==> src/hw/rtl/kph_pkg.sv <==
// Package for the kerning pair hash table: field widths, hash constants,
// parameter defaults and the request record passed from front to back.
// No dependencies.
`timescale 1ns / 1ps
`default_nettype none

package kph_pkg;

  // Field widths
  localparam int CODE_W = 16;
  localparam int AMT_W  = 16;
  localparam int ENT_W  = 2 * CODE_W + AMT_W;

  // Home slot hash: left * MUL_L + right * MUL_R, below 2**HASH_W
  localparam int MUL_L  = 19;
  localparam int MUL_R  = 7;
  localparam int HASH_W = 21;

  // Parameter defaults
  localparam int TABLE_SIZE_DEF = 1024;
  localparam int MAX_PROBES_DEF = 32;

  // Action codes
  localparam logic ACT_LOOKUP = 1'b0;
  localparam logic ACT_INSERT = 1'b1;

  // Request handed from the front to the back through the queue
  typedef struct packed {
    logic              action;
    logic              skip;     // reserved left code: no probing
    logic [CODE_W-1:0] left_code;
    logic [CODE_W-1:0] right_code;
    logic [AMT_W-1:0]  kern_amount;
  } req_t;

endpackage

`default_nettype wire

==> src/hw/rtl/kph_front.sv <==
// Front end: accepts items, flags the reserved left code and reduces the
// home hash modulo the table size. Depends on kph_pkg.
`timescale 1ns / 1ps
`default_nettype none

module kph_front #(
  parameter int TABLE_SIZE = kph_pkg::TABLE_SIZE_DEF,
  parameter int IDX_W      = $clog2(TABLE_SIZE)
) (
  input  wire                          clk,
  input  wire                          rst_n,
  input  wire                          clearing,
  input  wire                          in_push,
  output logic                         in_full,
  input  wire                          in_action,
  input  wire  [kph_pkg::CODE_W-1:0]   in_left_code,
  input  wire  [kph_pkg::CODE_W-1:0]   in_right_code,
  input  wire  [kph_pkg::AMT_W-1:0]    in_kern_amount,
  output logic                         q_push,
  input  wire                          q_full,
  output kph_pkg::req_t                q_req,
  output logic [IDX_W-1:0]             q_home
);

  localparam int QUO_W  = kph_pkg::HASH_W - IDX_W + 1;
  localparam int RCP_W  = kph_pkg::HASH_W + 1;
  localparam int PROD_W = kph_pkg::HASH_W + RCP_W;
  localparam int SHIFT  = kph_pkg::HASH_W + IDX_W;
  localparam bit POW2   = (TABLE_SIZE == (1 << IDX_W));
  // Scaled reciprocal of the table size, rounded down; the quotient estimate
  // falls short by at most one, so one compare and subtract finishes it
  localparam longint unsigned RECIP = (64'd1 << SHIFT) / 64'(TABLE_SIZE);
  localparam logic [RCP_W-1:0]           RCP    = RCP_W'(RECIP);
  localparam logic [IDX_W:0]             SIZE_X = (IDX_W + 1)'(TABLE_SIZE);
  localparam logic [kph_pkg::HASH_W-1:0] SIZE_H = kph_pkg::HASH_W'(TABLE_SIZE);

  typedef enum logic [2:0] {F_IDLE, F_MUL, F_SUB, F_FIX, F_HOLD} fstate_t;

  fstate_t             state_r;
  kph_pkg::req_t       req_r;
  logic [kph_pkg::HASH_W-1:0] hash_r;
  logic [QUO_W-1:0]    quo_r;
  logic [IDX_W:0]      rem_r;
  logic [kph_pkg::HASH_W-1:0] hash;
  logic                accept;
  logic [PROD_W-1:0]   prod;
  logic [kph_pkg::HASH_W-1:0] diff;

  // Home hash from the incoming codes
  assign hash = kph_pkg::HASH_W'(in_left_code) * kph_pkg::HASH_W'(kph_pkg::MUL_L)
              + kph_pkg::HASH_W'(in_right_code) * kph_pkg::HASH_W'(kph_pkg::MUL_R);

  assign in_full = (state_r != F_IDLE) || clearing;
  assign accept  = in_push && !in_full;

  // Quotient estimate and the remainder it leaves
  assign prod = PROD_W'(hash_r) * PROD_W'(RCP);
  assign diff = hash_r - kph_pkg::HASH_W'(quo_r) * SIZE_H;

  assign q_push = (state_r == F_HOLD);
  assign q_req  = req_r;
  assign q_home = rem_r[IDX_W-1:0];

  // Take an item, reduce it, hold until queued
  always_ff @(posedge clk) begin
    if (!rst_n) begin
      state_r <= F_IDLE;
    end else begin
      unique case (state_r)
        F_IDLE: begin
          if (accept) begin
            req_r.action      <= in_action;
            req_r.skip        <= (in_left_code == '0);
            req_r.left_code   <= in_left_code;
            req_r.right_code  <= in_right_code;
            req_r.kern_amount <= in_kern_amount;
            hash_r            <= hash;
            if (POW2) begin
              rem_r   <= (IDX_W + 1)'(hash[IDX_W-1:0]);
              state_r <= F_HOLD;
            end else begin
              state_r <= (in_left_code == '0) ? F_HOLD : F_MUL;
            end
          end
        end
        F_MUL: begin
          quo_r   <= prod[SHIFT +: QUO_W];
          state_r <= F_SUB;
        end
        F_SUB: begin
          rem_r   <= diff[IDX_W:0];
          state_r <= F_FIX;
        end
        F_FIX: begin
          rem_r   <= (rem_r >= SIZE_X) ? (rem_r - SIZE_X) : rem_r;
          state_r <= F_HOLD;
        end
        F_HOLD: begin
          if (!q_full) begin
            state_r <= F_IDLE;
          end
        end
        default: state_r <= F_IDLE;
      endcase
    end
  end

endmodule

`default_nettype wire

==> config.mk <==
export PLATFORM = sky130hd
export DESIGN_NAME = kph_front
export DESIGN_NICKNAME = d
export VERILOG_FILES = /design/src/hw/rtl/kph_pkg.sv /design/src/hw/rtl/kph_front.sv
export SDC_FILE = /design/constraint.sdc
export NUM_CORES = 1
export LEC_CHECK = 0
export BUFFER_PORTS_ARGS = -buffer_cell sky130_fd_sc_hd__buf_2
export CORE_AREA = 2 2 93 95
export DETAILED_ROUTE_END_ITERATION = 12
export DIE_AREA = 0 0 95 97
export PLACE_DENSITY_LB_ADDON = 0.25
export SLEW_MARGIN = 20
export SYNTH_ARGS = -nofsm -noshare
export SYNTH_HDL_FRONTEND = slang
export SYNTH_SLANG_ARGS = --single-unit
==> constraint.sdc <==
create_clock -name clk -period 9.78 [get_ports clk]
set_clock_uncertainty 0.2 [all_clocks]
set_input_delay 0.978 -clock clk [delete_from_list [all_inputs] [get_ports clk]]
set_output_delay 0.978 -clock clk [all_outputs]
set_load 0.01 [all_outputs]
==> flow_summary.toml <==
[min_path]
whs_endpoint = "rem_r[9]"
min_from = "hash_r[9]"
hp-class = "reg -> reg"
hold_depth = 2

[worst_setup_path]
crit_chain = "buf_2 -> inv_1 -> fa_1 -> inv_1 -> fa_1 -> inv_1 -> fa_1 -> fa_1 -> inv_1 -> ha_1 -> o21a_1 -> o21a_1 -> o21ai_0 -> mux2_4 -> nand2_2"
ff2ff_path_depth = 4
timing.rr.start = "state_r[0]"
cp_data_required_time_ns = 9.70
critPathMaxStageDelay_ns = 0.55
cp-end-kind = "flip-flop"
path_delay_family = "adder cells"
reg2reg_to = "q_req[38]"
critPathKind = "in -> reg"
critPathMaxFanout = 7
arrival_ns = 4.53
crit_slowest_cell = "fa_1"
rrSetupSlack_ns = 7.61
critical_path.startpoint_type = "input port"
crit_buf_inv = 5

[sta]
finalCritPeriodShare_pct = 47.2
setup_viol = 0
setup_tns_ns = 0
relSlewSlack_pct = 50.0
slew_violations = 0
fmax_ghz = 0.217
grt_setup_unrepaired = "no"
worst_pin_slew_ns = 0.750
finalCriticalPeriod_ns = 4.62
hold_viol = 0

[yosys]
synth_top_family_by_area = "adder cells"
synthMuxAreaShare_pct = 0.378
synth_xor_area_share_pct = 1.55
async_flop_share_pct = 0
synth_flop_cell = "edfxtp_1"
synthesis.area_mm2 = 0.00397
post_synth_inst_count = 298
synth-warning-count = 0
synth_cell_type_count = 37
syn-num-nets = 410
synth_edf_count = 70
synthAdderAreaFrac_pct = 24.0
ys_ff_latch = 73
yosysSeqAreaShare_pct = 54.5
yosys.area_share.simple_pct = 5.42
syn_area_per_cell_um2 = 13.3
synth-compound-area-share_pct = 4.64

[placed_design]
routabilityCongestion = 0.786
place_inst = 504
portBuffers = 115
hpwlAfterDp_mm = 5.24

[global_route]
gr-total-overflow = 0
grt_pass1_wl_mm = 11.0
antenna_found_initial = 0
grt_usage_pct = 15.8
grt_max_degree = 61
grt_pass1_vias = 2396

[die]
rows = 33
die_area_mm2 = 0.00922
initial_utilization_pct = 48.8
dieHeight_um = 97
fp.dieW_um = 95
core_area_mm2 = 0.00813
pin_count = 116

[cells_and_area]
instances_no_fill = 520
post_route_cells_drive_above_1_share_pct = 32.8
diodes = 0
final_nets = 522
areaGrowthSynthToFinish_pct = 20.0

[power]
ir_drop_mv = 0.103
fin_total_pwr_w = 0.00105
p_per_area_mw_per_mm2 = 220
power_leakage_nw = 2.22

[routing]
vias = 2416
wirelength_mm = 6.77
drt_first_pass_iters = 4
first_iter_violations = 130
wl_per_cell_um = 13.0
drc = 0
vias_per_cell = 4.65
ant_nets = 0

[outcome]
status = "completed"

[cts]
cts_tree = "done"
cts_hold_buf = 0
cts_root_buffer = "clkbuf_8"
cts-resized-gates = 0
cts_buffers = 9
cts_max_level = 3
insertion_delay_ns = 0.35
cts_sinks = 73
cts_setup_buffers = 0
clkSlewWorstSetupHoldPaths_ns = 0.08
cts_buffer_depth = 2

[flow_run]
drv_cap = 0
[registers in the layout, indices dropped and copies added, names as in the netlist]
signal / flops
state_r: 3
hash_r: 10
q_req: 50
rem_r: 10
[layout by cell type (no fill, tap or decap), types with 2 or more instances in the layout]
cell type and n:
clkbuf_8 9, clkinvlp_4 3, buf_2 115, nand2_1 15
ha_1 28, xnor2_1 6, dfxtp_1 3, inv_1 73
nor2_1 6, nand4b_1 2, o21a_1 2, nor3_1 2
buf_4 2, nand2b_1 3, a21oi_1 6, fa_1 30
a21o_1 3, or4_1 2, o21ai_1 2, and3_1 2
o21bai_1 2, o21ai_0 8, edfxtp_1 70, clkinv_2 2
[worst min-delay path, cell delays in order (launching register included)]
cell,delay [ns]
edfxtp_1,0.33
a31oi_1,0.09
nand2_2,0.06
[routing by layer]
metal	vias to the layer above	GRT usage (%)	wire, um
met4	0	7.36	105
li1	1183	-	-
met2	78	25.2	3310
met1	1142	19.8	2870
met3	13	4.36	483
met5	-	0	0
[how the worst max path moves through the flow]
| stage | slack, ns | from | cells past startpoint | endpoint |
|---|---|---|---|---|
| 6_report | 5.16 | in_right_code[5] | 15 | rem_r[9] |
| 2_1_floorplan | 2.11 | clearing | 2 | hash_r[0] |
| 3_3_place_gp | 4.82 | in_right_code[6] | 15 | rem_r[9] |
| 4_1_cts | 5.15 | in_right_code[5] | 15 | rem_r[9] |
| 5_1_grt | 4.99 | in_right_code[1] | 15 | rem_r[8] |
| 3_5_place_dp | 4.79 | in_right_code[5] | 15 | rem_r[9] |
[through the flow]
step                      setup slack, ns  cell area (um2)  hold WS [ns]  utilization, %
after floorplan                      2.11             3970         0.334               -
after global placement               4.82             4590         0.359            56.4
after detailed placement             4.79             4590         0.363            56.4
after CTS                            5.15             4760         0.374            58.5
after global routing                 4.99             4760         0.390            58.5
final                                5.16             4760         0.371            58.5
[layout make-up]
type / count / area [um2]
Inverter: 73 / 274
Fill cell: 686 / 3370
Clock buffer: 9 / 124
Timing Repair Buffer: 117 / 591
Multi-Input combinational cell: 136 / 1430
Clock inverter: 7 / 45.0
Sequential cell: 73 / 2160
Tap cell: 105 / 131
[power by group]
part / switching [W] / internal, W
clock: 0.000116 / 0.0000909
combinational: 0.000236 / 0.000198
sequential: 0.00000507 / 0.000401
total: 0.000357 / 0.000690
[cell usage after synthesis, types with 6 or more instances]
| library cell | instances | area share, % |
|---|---|---|
| buf_4 | 10 | 1.9 |
| a21oi_1 | 6 | 0.76 |
| xnor2_1 | 6 | 1.3 |
| ha_1 | 28 | 8.8 |
| nand2_1 | 15 | 1.4 |
| buf_2 | 6 | 0.76 |
| fa_1 | 30 | 15 |
| o21ai_0 | 8 | 1.0 |
| inv_1 | 73 | 6.9 |
| nor2_1 | 6 | 0.57 |
| edfxtp_1 | 70 | 53 |
[cells by family after synthesis]
kind of cell    count (synthesis)
buf+inv                        89
simple gates                   41
fa+ha+maj                      58
mux                             1
flops                          73
xor+xnor                        7
compound gates                 29
Power figures use the tool's default switching activity.
