`src/hw/rtl/kph_queue.sv`:
```
// Two-entry queue that decouples the front end from the probe engine.
// Depends on nothing but its width parameter.
`timescale 1ns / 1ps
`default_nettype none

module kph_queue #(
  parameter int DW = 8
) (
  input  wire           clk,
  input  wire           rst_n,
  input  wire           push,
  input  wire  [DW-1:0] wdata,
  output logic          full,
  input  wire           pop,
  output logic [DW-1:0] rdata,
  output logic          empty
);

  logic [DW-1:0] slot_r [2];
  logic          wr_ptr_r;
  logic          rd_ptr_r;
  logic [1:0]    cnt_r;
  logic          do_push;
  logic          do_pop;

  assign full    = (cnt_r == 2'd2);
  assign empty   = (cnt_r == 2'd0);
  assign rdata   = slot_r[rd_ptr_r];
  assign do_push = push && !full;
  assign do_pop  = pop && !empty;

  // Store on push
  always_ff @(posedge clk) begin
    if (do_push) begin
      slot_r[wr_ptr_r] <= wdata;
    end
  end

  // Advance pointers and count
  always_ff @(posedge clk) begin
    if (!rst_n) begin
      wr_ptr_r <= 1'b0;
      rd_ptr_r <= 1'b0;
      cnt_r    <= 2'd0;
    end else begin
      if (do_push) begin
        wr_ptr_r <= ~wr_ptr_r;
      end
      if (do_pop) begin
        rd_ptr_r <= ~rd_ptr_r;
      end
      if (do_push && !do_pop) begin
        cnt_r <= cnt_r + 2'd1;
      end else if (do_pop && !do_push) begin
        cnt_r <= cnt_r - 2'd1;
      end
    end
  end

endmodule

`default_nettype wire

```
`config.mk`:
```
export PLATFORM = sky130hd
export DESIGN_NAME = kph_queue
export DESIGN_NICKNAME = d
export VERILOG_FILES = /design/src/hw/rtl/kph_queue.sv
export SDC_FILE = /design/constraint.sdc
export NUM_CORES = 1
export LEC_CHECK = 0
export BUFFER_PORTS_ARGS = -buffer_cell sky130_fd_sc_hd__buf_4
export CAP_MARGIN = 25
export CORE_AREA = 5 5 49 51
export CTS_CLUSTER_DIAMETER = 120
export DETAILED_ROUTE_END_ITERATION = 6
export DIE_AREA = 0 0 54 56
export PLACE_DENSITY = 0.67
export SYNTH_ARGS = -nofsm -noshare
export SYNTH_HDL_FRONTEND = slang
export SYNTH_SLANG_ARGS = --single-unit
```
`constraint.sdc`:
```
create_clock -name clk -period 4.5 [get_ports clk]
set_clock_uncertainty 0.1 [all_clocks]
set_input_delay 0.45 -clock clk [delete_from_list [all_inputs] [get_ports clk]]
set_output_delay 0.45 -clock clk [all_outputs]
set_load 0.02 [all_outputs]
```
==> PnR_summary.wiki, run 1 <==
{| class="wikitable"
! Metric !! Value
|-
| Distinct cells, synth || 16
|-
| Worst min-delay path category || in -> reg
|-
| Main combinational cell family by area after synthesis || multiplexers
|-
| Share of Yosys cell area claimed by the top area cell type || 59.81%
|-
| Number of flops mapped to enable cells by yosys || 16
|-
| Sequential element share of the synthesized area || 72.27%
|-
| Synth top cells by count || sky130_fd_sc_hd__edfxtp_1, sky130_fd_sc_hd__mux2_2, sky130_fd_sc_hd__dfxtp_1, sky130_fd_sc_hd__nor2_1
|-
| Overall die width || 54 µm
|-
| H-tree levels || 1
|-
| Iteration-0 DRC Markers || 8
|-
| Total power divided by cell area || 548.5 mW/mm²
|-
| Share of power burned in combinational logic || 36.2%
|-
| Via density per instance || ~4.6
|-
| Total count of hold-check failures in the final report || 0
|-
| Number of cells upsized or downsized after cts || 0
|-
| Min setup slack post-route || 2.579 ns
|-
| Fraction of layout instances using a drive strength above 1 || a little over two fifths
|-
| Max Slew Vio Count || 0
|-
| Time the worst path needs with I/O delays and setup || 1.921 ns
|-
| CP max-delay cell || sky130_fd_sc_hd__dfxtp_1
|-
| Multiplexer share of the synthesized area || 11.21%
|-
| Aggregate routed wire length || 1224 µm
|-
| Maximum number of pins on one net before global-route repair || 12
|-
| CTS sink count || 21
|-
| Compound-gate portion of the synthesized area || 3.738%
|-
| Synth Instances || 51
|-
| Drt first pass iters || 4
|-
| Worst IR drop on VDD || 0.2921 mV
|-
| Nets in the synthesized netlist || 64
|-
| Detailed-route wire length per cell || 12.00 µm
|-
| Vias in the first global route || 504
|-
| Clock Path Buffers || 2
|-
| Count of nets left with antenna violations after detail routing || 0
|-
| Total setup buffers inserted after CTS || 0
|-
| Antenna diode instance count || 0
|-
| Slew at the pin closest to its max-slew limit || ~0.68 ns
|-
| Overflow left after global routing || 0
|-
| Total routing usage reported by global routing || 8.842%
|-
| Clock transition time at the flip-flop clock pins of the worst setup and hold paths || about 0.1 ns
|-
| Share of the synthesized netlist area taken by xor and xnor gates || 3.271%
|-
| Critical path data required time || 3.95 ns
|-
| Switching fraction of total power || 32.00%
|-
| Effective utilization at floorplan || 42.24%
|-
| Leakage power || 0.4061 nW
|-
| Clock latency reported for the late side of the worst-skew pair || between 0.2 and 0.3 ns
|-
| Unrepaired setup endpoints after global routing || false
|-
| Nets || 89
|-
| CTS tree || built
|-
| Maximum clock frequency || 520.4 MHz
|-
| Final number of setup-violating endpoints || 0
|-
| Period Utilization, post-route || between 40% and 50%
|-
| Routability cong. || around 0.64
|-
| Register bit count reported by yosys || 21
|-
| Final TNS setup || 0 ns
|-
| Clk pwr share || 14.9%
|-
| Max-cap viol count || 0
|-
| Mean area per synthesized cell || about 16 µm²
|-
| Post-detailed-placement cell area || 989.7 µm²
|-
| Max stage delay on crit path || between 0.5 and 0.6 ns
|-
| Switching power total || 178.3 µW
|-
| Top Ports || 22
|-
| Simple-gate area share of the yosys netlist || 5.919%
|-
| Worst setup SP type || flip-flop
|-
| Cell at the root of the clock tree || sky130_fd_sc_hd__clkbuf_4
|-
| Largest area contributor in the synthesized netlist || sky130_fd_sc_hd__edfxtp_1
|-
| Summed instance area of the synthesized netlist || 803.3 µm²
|-
| First-pass GRT wire length || 1973 µm
|-
| Synth warn || 0
|-
| Fill cells || approximately 170
|-
| Capturing element type of the critical path || primary output
|-
| Async S/R FF share, synth || 0%
|-
| Proportion of power drawn by flip-flops and latches || 49.0%
|-
| Port-buffer cells || 21
|-
| Leading register cell type out of synthesis || sky130_fd_sc_hd__edfxtp_1
|-
| Area Growth Syn to Fin || 26.48%
|-
| Die Outline Area || 0.003024 mm²
|-
| Top cells by area, synth || sky130_fd_sc_hd__edfxtp_1, sky130_fd_sc_hd__dfxtp_1, sky130_fd_sc_hd__mux2_2
|-
| Initial antenna violation count || 0
|-
| Die Y || ~56 µm
|-
| Number of buffers inserted by hold repair at cts || 0
|-
| Core region area || 0.001902 mm²
|-
| Dpl ws || 2.760 ns
|-
| DR vias || about 470
|-
| Adder and majority gate portion of the synthesized area || 1.558%
|-
| Num CTS Buffers || 3
|-
| Crit-path max FO || 8
|-
| Max-Slew Margin vs Limit || 54.54%
|-
| Cell area after layout || 0.001016 mm²
|-
| # DRC || 0
|-
| Total power || between 500 and 600 µW
|-
| Result of the run || completed
|-
| Crit Path Category || reg -> out
|-
| Most frequently used cell type in the post-synthesis netlist || sky130_fd_sc_hd__edfxtp_1
|-
| Chain of cells forming the critical path || mux2_2, buf_4
|-
| Arrival time at the worst endpoint || 1.37 ns
|-
| Internal Power || 378.9 µW
|-
| Number of placement rows || 16
|}
## cell families (layout without fill, tap and decap cells)
logic type / count (synthesis) / count (layout)
simple gates: 9 / 9
fa+ha+maj: 1 / 1
flops: 21 / 21
buf+inv: 4 / 28
compound gates: 5 / 5
xor+xnor: 3 / 3
mux: 8 / 8
## layer usage
layer  vias to the layer above  share of wire (%)  track usage (%)
met5                         -                  0                0
met2                        16                 54            16.09
met3                         2                9.2            3.217
met4                         0               0.98            4.270
met1                       221                 36            8.191
li1                        230                  -                -
## critical path, delay by kind of cell, from the launching register on
kind | cells | cell delay [ns]
mux | 1 | 0.38
buf+inv | 1 | 0.16
flops | 1 | 0.55
## final cells by class
type,instances,area [µm²],share of cell area (%)
flip-flops and latches,21,580.6,57.14
multi-input cells,26,206.4,20.32
repair buffers,21,157.7,15.52
well taps,27,33.78,3.325
clock buffers,4,26.28,2.586
inverters,3,11.26,1.108
## power by group through the flow
stage          clock network, mW  logic (mW)  registers [mW]
3_5_place_dp                   0       0.206           0.278
4_1_cts                   0.0858       0.206           0.275
5_1_grt                   0.0989       0.221           0.277
6_report                  0.0828       0.202           0.273
3_3_place_gp                   0       0.201           0.277
2_1_floorplan                  0       0.142           0.264
## sequential cells by signal, indices dropped and copies added, names as in the netlist, named ones only
signal / cells
slot_r: 16
cnt_r: 2
rd_ptr_r: 1
wr_ptr_r: 1
## metrics by stage
| step | hold slack, ns | utilization, % | std cells |
|---|---|---|---|
| after floorplan | 0.3725 | - | 51 |
| after global placement | 0.4071 | 52.04 | 98 |
| after detailed placement | 0.4137 | 52.04 | 98 |
| after CTS | 0.2390 | 53.42 | 102 |
| after global routing | 0.2154 | 53.42 | 102 |
| final | 0.2454 | 53.42 | 102 |
## worst paths after layout
| check | start | end | slack (ns) | depth (start not counted) |
|---|---|---|---|---|
| worst min register to register | cnt_r[1]$_SDFFE_PN0P_ | cnt_r[1]$_SDFFE_PN0P_ | 0.44 | 2 |
| worst min-delay path | wdata[6] | slot_r[0][6]$_DFFE_PP_ | 0.25 | 1 |
| worst max-delay path | flip-flop | rdata[0] | 2.58 | 2 |
| worst max register to register | cnt_r[0]$_SDFFE_PN0P_ | cnt_r[1]$_SDFFE_PN0P_ | 2.78 | 6 |
## layout by cell type (no fill, tap or decap)
cell type	count
sky130_fd_sc_hd__buf_4	21
sky130_fd_sc_hd__edfxtp_1	16
sky130_fd_sc_hd__mux2_2	8
sky130_fd_sc_hd__nor2_1	5
sky130_fd_sc_hd__dfxtp_1	5
sky130_fd_sc_hd__inv_1	3
sky130_fd_sc_hd__xor2_1	3
sky130_fd_sc_hd__clkbuf_4	3
sky130_fd_sc_hd__o21ai_0	2
sky130_fd_sc_hd__nand2b_1	1
sky130_fd_sc_hd__and3_1	1
sky130_fd_sc_hd__nor3_2	1
sky130_fd_sc_hd__a21boi_0	1
sky130_fd_sc_hd__o21a_1	1
sky130_fd_sc_hd__or3_1	1
sky130_fd_sc_hd__a21oi_1	1
sky130_fd_sc_hd__ha_1	1
sky130_fd_sc_hd__clkbuf_1	1
Note: power is estimated with default switching activity, not from simulation.
==> run 2: changes to the inputs <==
clock period = 1.85 ns   (was 4.5 ns; I/O delays follow)
==> run 2 against run 1 <==
  * Non-clock buffer count is 10 higher
  * Wire length is 9.8% higher
  * Via count is 6.8% higher
==> PnR_summary.wiki, run 2 (synthesis results as in run 1) <==
{| class="wikitable"
! Metric !! Value
|-
| Routability cong. || 0.6767 (+5.7%)
|-
| Worst IR drop on VDD || 0.9784 mV (+230%)
|-
| Post-Place Cells || 99 (+1.0%)
|-
| Hold Path Cell Cnt || 3 (+2)
|-
| Flip-flop count of the largest register, all copies and words added || 16 (unchanged)
|-
| Worst min-delay path category || in -> reg
|-
| Port-buffer cells || 21 (unchanged)
|-
| Maximum clock frequency || between 500 and 600 MHz
|-
| Endpoint of the worst-slack reg-to-reg timing path || cnt_r[1]$_SDFFE_PN0P_
|-
| Count of nets left with antenna violations after detail routing || 0 (unchanged)
|-
| Wl on met1 || 542 µm (+22%)
|-
| Clock transition time at the flip-flop clock pins of the worst setup and hold paths || 0.11 ns (about the same)
|-
| Total routing usage reported by global routing || 10.23% (+1.4 points)
|-
| CTS tree || built
|-
| Fin util || 58.68% (+5.3 points)
|-
| Result of the run || completed
|-
| Fin Hold WS || 0.1348 ns (-0.1107 ns)
|-
| H-tree levels || 1 (unchanged)
|-
| Clock Path Buffers || 2 (unchanged)
|-
| Max-Slew Margin vs Limit || 74.14% (+20 points)
|-
| Max-cap viol count || 0 (unchanged)
|-
| Vias in the first global route || 542 (+7.5%)
|-
| Period Utilization, post-route || between 90% and 100%
|-
| Max Slew Vio Count || 0 (unchanged)
|-
| First-pass GRT wire length || 2214 µm (+12%)
|-
| Final instance count without filler cells || 112 (+9.8%)
|-
| Final TNS setup || 0 ns (unchanged)
|-
| Clock latency reported for the late side of the worst-skew pair || 0.29 ns (about the same)
|-
| Topmost layer with routed signal wires || met4
|-
| Most frequent standard cell in the layout excluding fill and tap cells || sky130_fd_sc_hd__buf_4
|-
| Initial antenna violation count || 0 (unchanged)
|-
| Top Ports || 22 (unchanged)
|-
| Register-to-Register Path Depth || 6 (unchanged)
|-
| Total setup buffers inserted after CTS || 0 (unchanged)
|-
| Dpl ws || 0.1685 ns (-2.591 ns)
|-
| Source of the worst hold timing path || push
|-
| Total power || 1.391 mW (+150%)
|-
| Drt first pass iters || 4 (unchanged)
|-
| Slew at the pin closest to its max-slew limit || 0.3879 ns (-0.2903 ns)
|-
| Min setup slack post-route || 0.1466 ns (-2.432 ns)
|-
| Fill cells || 161 (-7.5%)
|-
| Commonest non-fill, non-tap cells in the layout || sky130_fd_sc_hd__buf_4, sky130_fd_sc_hd__edfxtp_1, sky130_fd_sc_hd__dlygate4sd3_1
|-
| Metal2 WL || 692 µm (+5.6%)
|-
| Fraction of layout instances using a drive strength above 1 || 42.35% (-1.6 points)
|-
| Detail Route met3 WL || 100 µm (-12%)
|-
| Top Registers || slot_r: 16 flops, cnt_r: 2 flops
|-
| Post-detailed-placement cell area || 997.2 µm² (+0.76%)
|-
| CTS sink count || 21 (unchanged)
|-
| Overall die width || 54 µm (unchanged)
|-
| Cell area after layout || 0.001116 mm² (+9.9%)
|-
| Iteration-0 DRC Markers || 10 (+2)
|-
| Effective utilization at floorplan || 42.24% (unchanged)
|-
| Total count of hold-check failures in the final report || 0 (unchanged)
|-
| Number of placement rows || 16 (unchanged)
|-
| Antenna diode instance count || 0 (unchanged)
|-
| Total power divided by cell area || 1247 mW/mm² (+130%)
|-
| Time the worst path needs with I/O delays and setup || ~1.7 ns
|-
| Leakage power || 0.4517 nW (+11%)
|-
| Unrepaired setup endpoints after global routing || false
|-
| DR vias || 501 (+6.8%)
|-
| Register bank with the most flops || slot_r
|-
| Die Outline Area || 0.003024 mm² (unchanged)
|-
| Arrival time at the worst endpoint || 1.84 ns (+0.47 ns)
|-
| Crit-path max FO || 5 (-3)
|-
| Num CTS Buffers || 3 (unchanged)
|-
| Final number of setup-violating endpoints || 0 (unchanged)
|-
| Via density per instance || 4.473 (-2.7%)
|-
| Maximum number of pins on one net before global-route repair || 13 (+1)
|-
| Nets || 99 (+11%)
|-
| Critical R2R Launch || cnt_r[0]$_SDFFE_PN0P_
|-
| Capturing element type of the critical path || flip-flop
|-
| Aggregate routed wire length || 1344 µm (+9.8%)
|-
| Crit Path Category || reg -> reg
|-
| Die Y || 56 µm (unchanged)
|-
| Worst Hold End || wr_ptr_r$_SDFFE_PN0P_
|-
| # DRC || 0 (unchanged)
|-
| Critical path data required time || 1.98 ns (-1.97 ns)
|-
| Setup slack on the worst flop-to-flop path || 0.15 ns (-2.63 ns)
|-
| Cell at the root of the clock tree || sky130_fd_sc_hd__clkbuf_4
|-
| Overflow left after global routing || 0 (unchanged)
|-
| Worst setup SP type || flip-flop
|-
| DP HPWL || 940.5 µm
|-
| Detailed-route wire length per cell || 12.00 µm (unchanged)
|-
| Area Growth Syn to Fin || 38.94%
|-
| Core region area || 0.001902 mm² (unchanged)
|}
-- run 2: cell types whose count changed in the layout (fill, tap and decap cells not counted) --
cell,before,now
sky130_fd_sc_hd__dlygate4sd3_1,0,9
sky130_fd_sc_hd__buf_4,21,22
sky130_fd_sc_hd__clkbuf_1,1,0
sky130_fd_sc_hd__clkinv_2,0,1
sky130_fd_sc_hd__dfxtp_2,0,1
sky130_fd_sc_hd__dfxtp_1,5,4
-- run 2: repair_timing --
| action | CTS | global route |
|---|---|---|
| endpoints found under the setup margin | 0 | 1 |
| gates resized for setup | 0 | 1 |
| hold endpoints to repair | 17 | 0 |
| hold buffers | 9 | 0 |
-- run 2: layout make-up --
type / instances / area, µm² / share of cell area [%]
multi-input combinational: 26 / 206.4 / 18.50
clock inverter: 1 / 5.005 / 0.4484
tap: 27 / 33.78 / 3.027
clock buffer: 3 / 22.52 / 2.018
inverter: 3 / 11.26 / 1.009
sequential: 21 / 581.8 / 52.13
timing repair buffer: 31 / 255.2 / 22.87
-- run 2: worst max path at each step --
stage / from / to / cells after the start
finish: cnt_r[0]$_SDFFE_PN0P_ / cnt_r[1]$_SDFFE_PN0P_ / 6
global route: cnt_r[0]$_SDFFE_PN0P_ / cnt_r[1]$_SDFFE_PN0P_ / 6
CTS: cnt_r[0]$_SDFFE_PN0P_ / cnt_r[1]$_SDFFE_PN0P_ / 6
detailed placement: cnt_r[0]$_SDFFE_PN0P_ / cnt_r[1]$_SDFFE_PN0P_ / 6
global placement: cnt_r[0]$_SDFFE_PN0P_ / cnt_r[1]$_SDFFE_PN0P_ / 6
floorplan: cnt_r[0]$_SDFFE_PN0P_ / cnt_r[1]$_SDFFE_PN0P_ / 6
-- run 2: power by group --
group,total [mW],switching [mW],internal (mW)
sequential,0.663,0.0593,0.603
combinational,0.518,0.262,0.256
clock,0.211,0.131,0.0804
total,1.39,0.452,0.940
-- run 2: worst max-delay path, stage by stage, from the launching register on --
cell and delay [ns]:
sky130_fd_sc_hd__dfxtp_2 0.36, sky130_fd_sc_hd__nand2b_1 0.17, sky130_fd_sc_hd__inv_1 0.12, sky130_fd_sc_hd__nor2_1 0.06
sky130_fd_sc_hd__ha_1 0.32, sky130_fd_sc_hd__or3_1 0.37, sky130_fd_sc_hd__a21oi_1 0.14
-- run 2: metal layers --
metal	vias up	GRT usage, %
li1	254	-
met1	229	11.24
met2	16	16.96
met3	2	3.217
met4	0	5.338
met5	-	0
==> run 3: changes to the inputs <==
CORE_AREA = 8 8 52 54   (was 5 5 49 51)
DIE_AREA = 0 0 60 62   (was 0 0 54 56)
SETUP_SLACK_MARGIN = 0.4   (was not set)
==> run 3 against run 2 <==
  * Die area grew 23%
  * Clock power is essentially flat
  * Sequential cell count is the same
  * Critical path type unchanged
  * Largest power group is now combinational logic
==> PnR_summary.wiki, run 3 (synthesis results as in run 1) <==
{| class="wikitable"
! Metric !! Value
|-
| Result of the run || completed
|-
| Overall die width || 60 µm (+11%)
|-
| Worst min-delay path category || in -> reg
|-
| Cell at the root of the clock tree || sky130_fd_sc_hd__clkbuf_4
|-
| H-tree levels || 1 (unchanged)
|-
| Max-Slew Margin vs Limit || 85.56% (+11 points)
|-
| Register bank with the most flops || slot_r
|-
| Vias in the first global route || 587 (+8.3%)
|-
| Total routing usage reported by global routing || 9.166% (-1.1 points)
|-
| # DRC || 0 (unchanged)
|-
| CTS tree || built
|-
| Time the worst path needs with I/O delays and setup || 1.571 ns (-0.1324 ns)
|-
| Core region area || 0.001902 mm² (unchanged)
|-
| Fraction of layout instances using a drive strength above 1 || 56.18% (+14 points)
|-
| Port-buffer cells || 21 (unchanged)
|-
| Hold Path Cell Cnt || 3 (unchanged)
|-
| Period Utilization, post-route || 84.92% (-7.2 points)
|-
| Area used by multi-input combinational logic || 277.8 µm² (+35%)
|-
| Fill cells || 145 (-9.9%)
|-
| Aggregate routed wire length || 1608 µm (+20%)
|-
| Maximum clock frequency || 636.5 MHz (+8.4%)
|-
| DR vias || 540 (+7.8%)
|-
| Effective utilization at floorplan || 42.24% (unchanged)
|-
| Iteration-0 DRC Markers || 4 (-6)
|-
| Total power divided by cell area || 1319 mW/mm² (+5.8%)
|-
| Post-detailed-placement cell area || 0.001011 mm² (+1.4%)
|-
| Routability cong. || 0.6035 (-11%)
|-
| First-pass GRT wire length || 2421 µm (+9.3%)
|-
| Maximum number of pins on one net before global-route repair || 13 (unchanged)
|-
| Crit-path max FO || 3 (-2)
|-
| Top Ports || 22 (unchanged)
|-
| Via density per instance || 4.655 (+4.1%)
|-
| Leakage power || 0.5166 nW (+14%)
|-
| Slew at the pin closest to its max-slew limit || 0.2166 ns (-0.1714 ns)
|-
| Clock latency reported for the late side of the worst-skew pair || 0.29 ns (about the same)
|-
| Commonest non-fill, non-tap cells in the layout || sky130_fd_sc_hd__buf_4, sky130_fd_sc_hd__edfxtp_1, sky130_fd_sc_hd__buf_6
|-
| Critical R2R Launch || cnt_r[0]$_SDFFE_PN0P_
|-
| Count of nets left with antenna violations after detail routing || 0 (unchanged)
|-
| Antenna diode instance count || 0 (unchanged)
|-
| Die Outline Area || 0.003720 mm² (+23%)
|-
| Clock transition time at the flip-flop clock pins of the worst setup and hold paths || 0.11 ns (about the same)
|-
| Initial antenna violation count || 0 (unchanged)
|-
| Source of the worst hold timing path || push
|-
| Capturing element type of the critical path || flip-flop
|-
| Cell area after layout || 0.001265 mm² (+13%)
|-
| Overflow left after global routing || 0 (unchanged)
|-
| Max-cap viol count || 0 (unchanged)
|-
| Max Slew Vio Count || 0 (unchanged)
|-
| Arrival time at the worst endpoint || 1.70 ns (-0.14 ns)
|-
| Worst setup SP type || flip-flop
|-
| DP HPWL || 976.5 µm (+3.8%)
|-
| Final number of setup-violating endpoints || 0 (unchanged)
|-
| Detailed-route wire length per cell || 13.86 µm (+16%)
|-
| Dpl ws || 0.2284 ns (+0.05995 ns)
|-
| Num CTS Buffers || 3 (unchanged)
|-
| Worst IR drop on VDD || 0.8883 mV (-9.2%)
|-
| Die Y || 62 µm (+11%)
|-
| Nets || 103 (+4.0%)
|-
| CTS sink count || 21 (unchanged)
|-
| Fin util || 66.51% (+7.8 points)
|-
| Crit Path Category || reg -> reg
|-
| Register-to-Register Path Depth || 7 (+1)
|-
| Min setup slack post-route || 0.2790 ns (+0.1324 ns)
|-
| Post-Place Cells || 99 (unchanged)
|-
| Worst Hold End || wr_ptr_r$_SDFFE_PN0P_
|-
| Critical path data required time || 1.98 ns (about the same)
|-
| Setup slack on the worst flop-to-flop path || 0.28 ns (+0.13 ns)
|-
| Total count of hold-check failures in the final report || 0 (unchanged)
|-
| Final instance count without filler cells || 116 (+3.6%)
|-
| Flip-flop count of the largest register, all copies and words added || 16 (unchanged)
|-
| Unrepaired setup endpoints after global routing || true
|-
| Endpoint of the worst-slack reg-to-reg timing path || cnt_r[1]$_SDFFE_PN0P_
|-
| Final TNS setup || 0 ns (unchanged)
|-
| Number of placement rows || 16 (unchanged)
|-
| Drt first pass iters || 4 (unchanged)
|-
| Clock Path Buffers || 2 (unchanged)
|-
| Area Growth Syn to Fin || 57.48%
|-
| Top Registers || slot_r: 16 flops, cnt_r: 2 flops
|-
| FF/Latch Area || 589.3 µm² (+1.3%)
|}
[run 3: cell type report]
type	count	share of cell area [%]
Multi-Input combinational cell	26	21.96
Sequential cell	21	46.59
Timing Repair Buffer	35	25.52
Tap cell	27	2.671
Clock inverter	1	0.3956
Inverter	3	1.088
Clock buffer	3	1.780
[run 3: worst max path at each step]
stage / startpoint / end / slack (ns) / cells past startpoint
2_1_floorplan: cnt_r[0]$_SDFFE_PN0P_ / cnt_r[1]$_SDFFE_PN0P_ / 0.32 / 7
3_3_place_gp: cnt_r[1]$_SDFFE_PN0P_ / cnt_r[1]$_SDFFE_PN0P_ / 0.30 / 5
3_5_place_dp: cnt_r[1]$_SDFFE_PN0P_ / cnt_r[1]$_SDFFE_PN0P_ / 0.23 / 5
4_1_cts: flip-flop / rdata[7] / 0.28 / 2
5_1_grt: cnt_r[0]$_SDFFE_PN0P_ / cnt_r[1]$_SDFFE_PN0P_ / 0.26 / 7
6_report: cnt_r[0]$_SDFFE_PN0P_ / cnt_r[1]$_SDFFE_PN0P_ / 0.28 / 7
[run 3: what timing repair did]
| item | CTS | global route |
|---|---|---|
| buffers inserted | 4 | 0 |
| setup endpoints to repair | 9 | 27 |
| pin swaps | 3 | 1 |
| endpoints found under the hold margin | 17 | 0 |
| hold buffers | 9 | 0 |
| gates resized for setup | 21 | 10 |
[run 3: power breakdown]
| part | switching [mW] | total [mW] | internal (mW) |
|---|---|---|---|
| Combinational | 0.338 | 0.764 | 0.425 |
| Sequential | 0.0802 | 0.694 | 0.614 |
| Clock | 0.130 | 0.210 | 0.0804 |
| Total | 0.549 | 1.67 | 1.12 |
[run 3: metal layers]
| metal | wire length (µm) | global-route usage (%) |
|---|---|---|
| met3 | 118 | 3.498 |
| met1 | 645 | 9.035 |
| met4 | 33 | 6.122 |
| met5 | 0 | 0 |
| met2 | 810 | 15.85 |
[run 3: worst max-delay path: stages (launching register included)]
cell                       delay (ns)
sky130_fd_sc_hd__dfxtp_4         0.37
sky130_fd_sc_hd__nand2b_4        0.15
sky130_fd_sc_hd__inv_4           0.07
sky130_fd_sc_hd__nor2_4          0.04
sky130_fd_sc_hd__ha_4            0.15
sky130_fd_sc_hd__xor2_1          0.15
sky130_fd_sc_hd__or3_4           0.34
sky130_fd_sc_hd__a21oi_2         0.14
[run 3: stage by stage]
| step | total power [mW] | hold WS (ns) |
|---|---|---|
| floorplan | 1.015 | 0.1839 |
| global placement | 1.198 | 0.2706 |
| detailed placement | 1.215 | 0.2728 |
| CTS | 1.591 | 0.1432 |
| global route | 1.755 | 0.1692 |
| finish | 1.669 | 0.1480 |
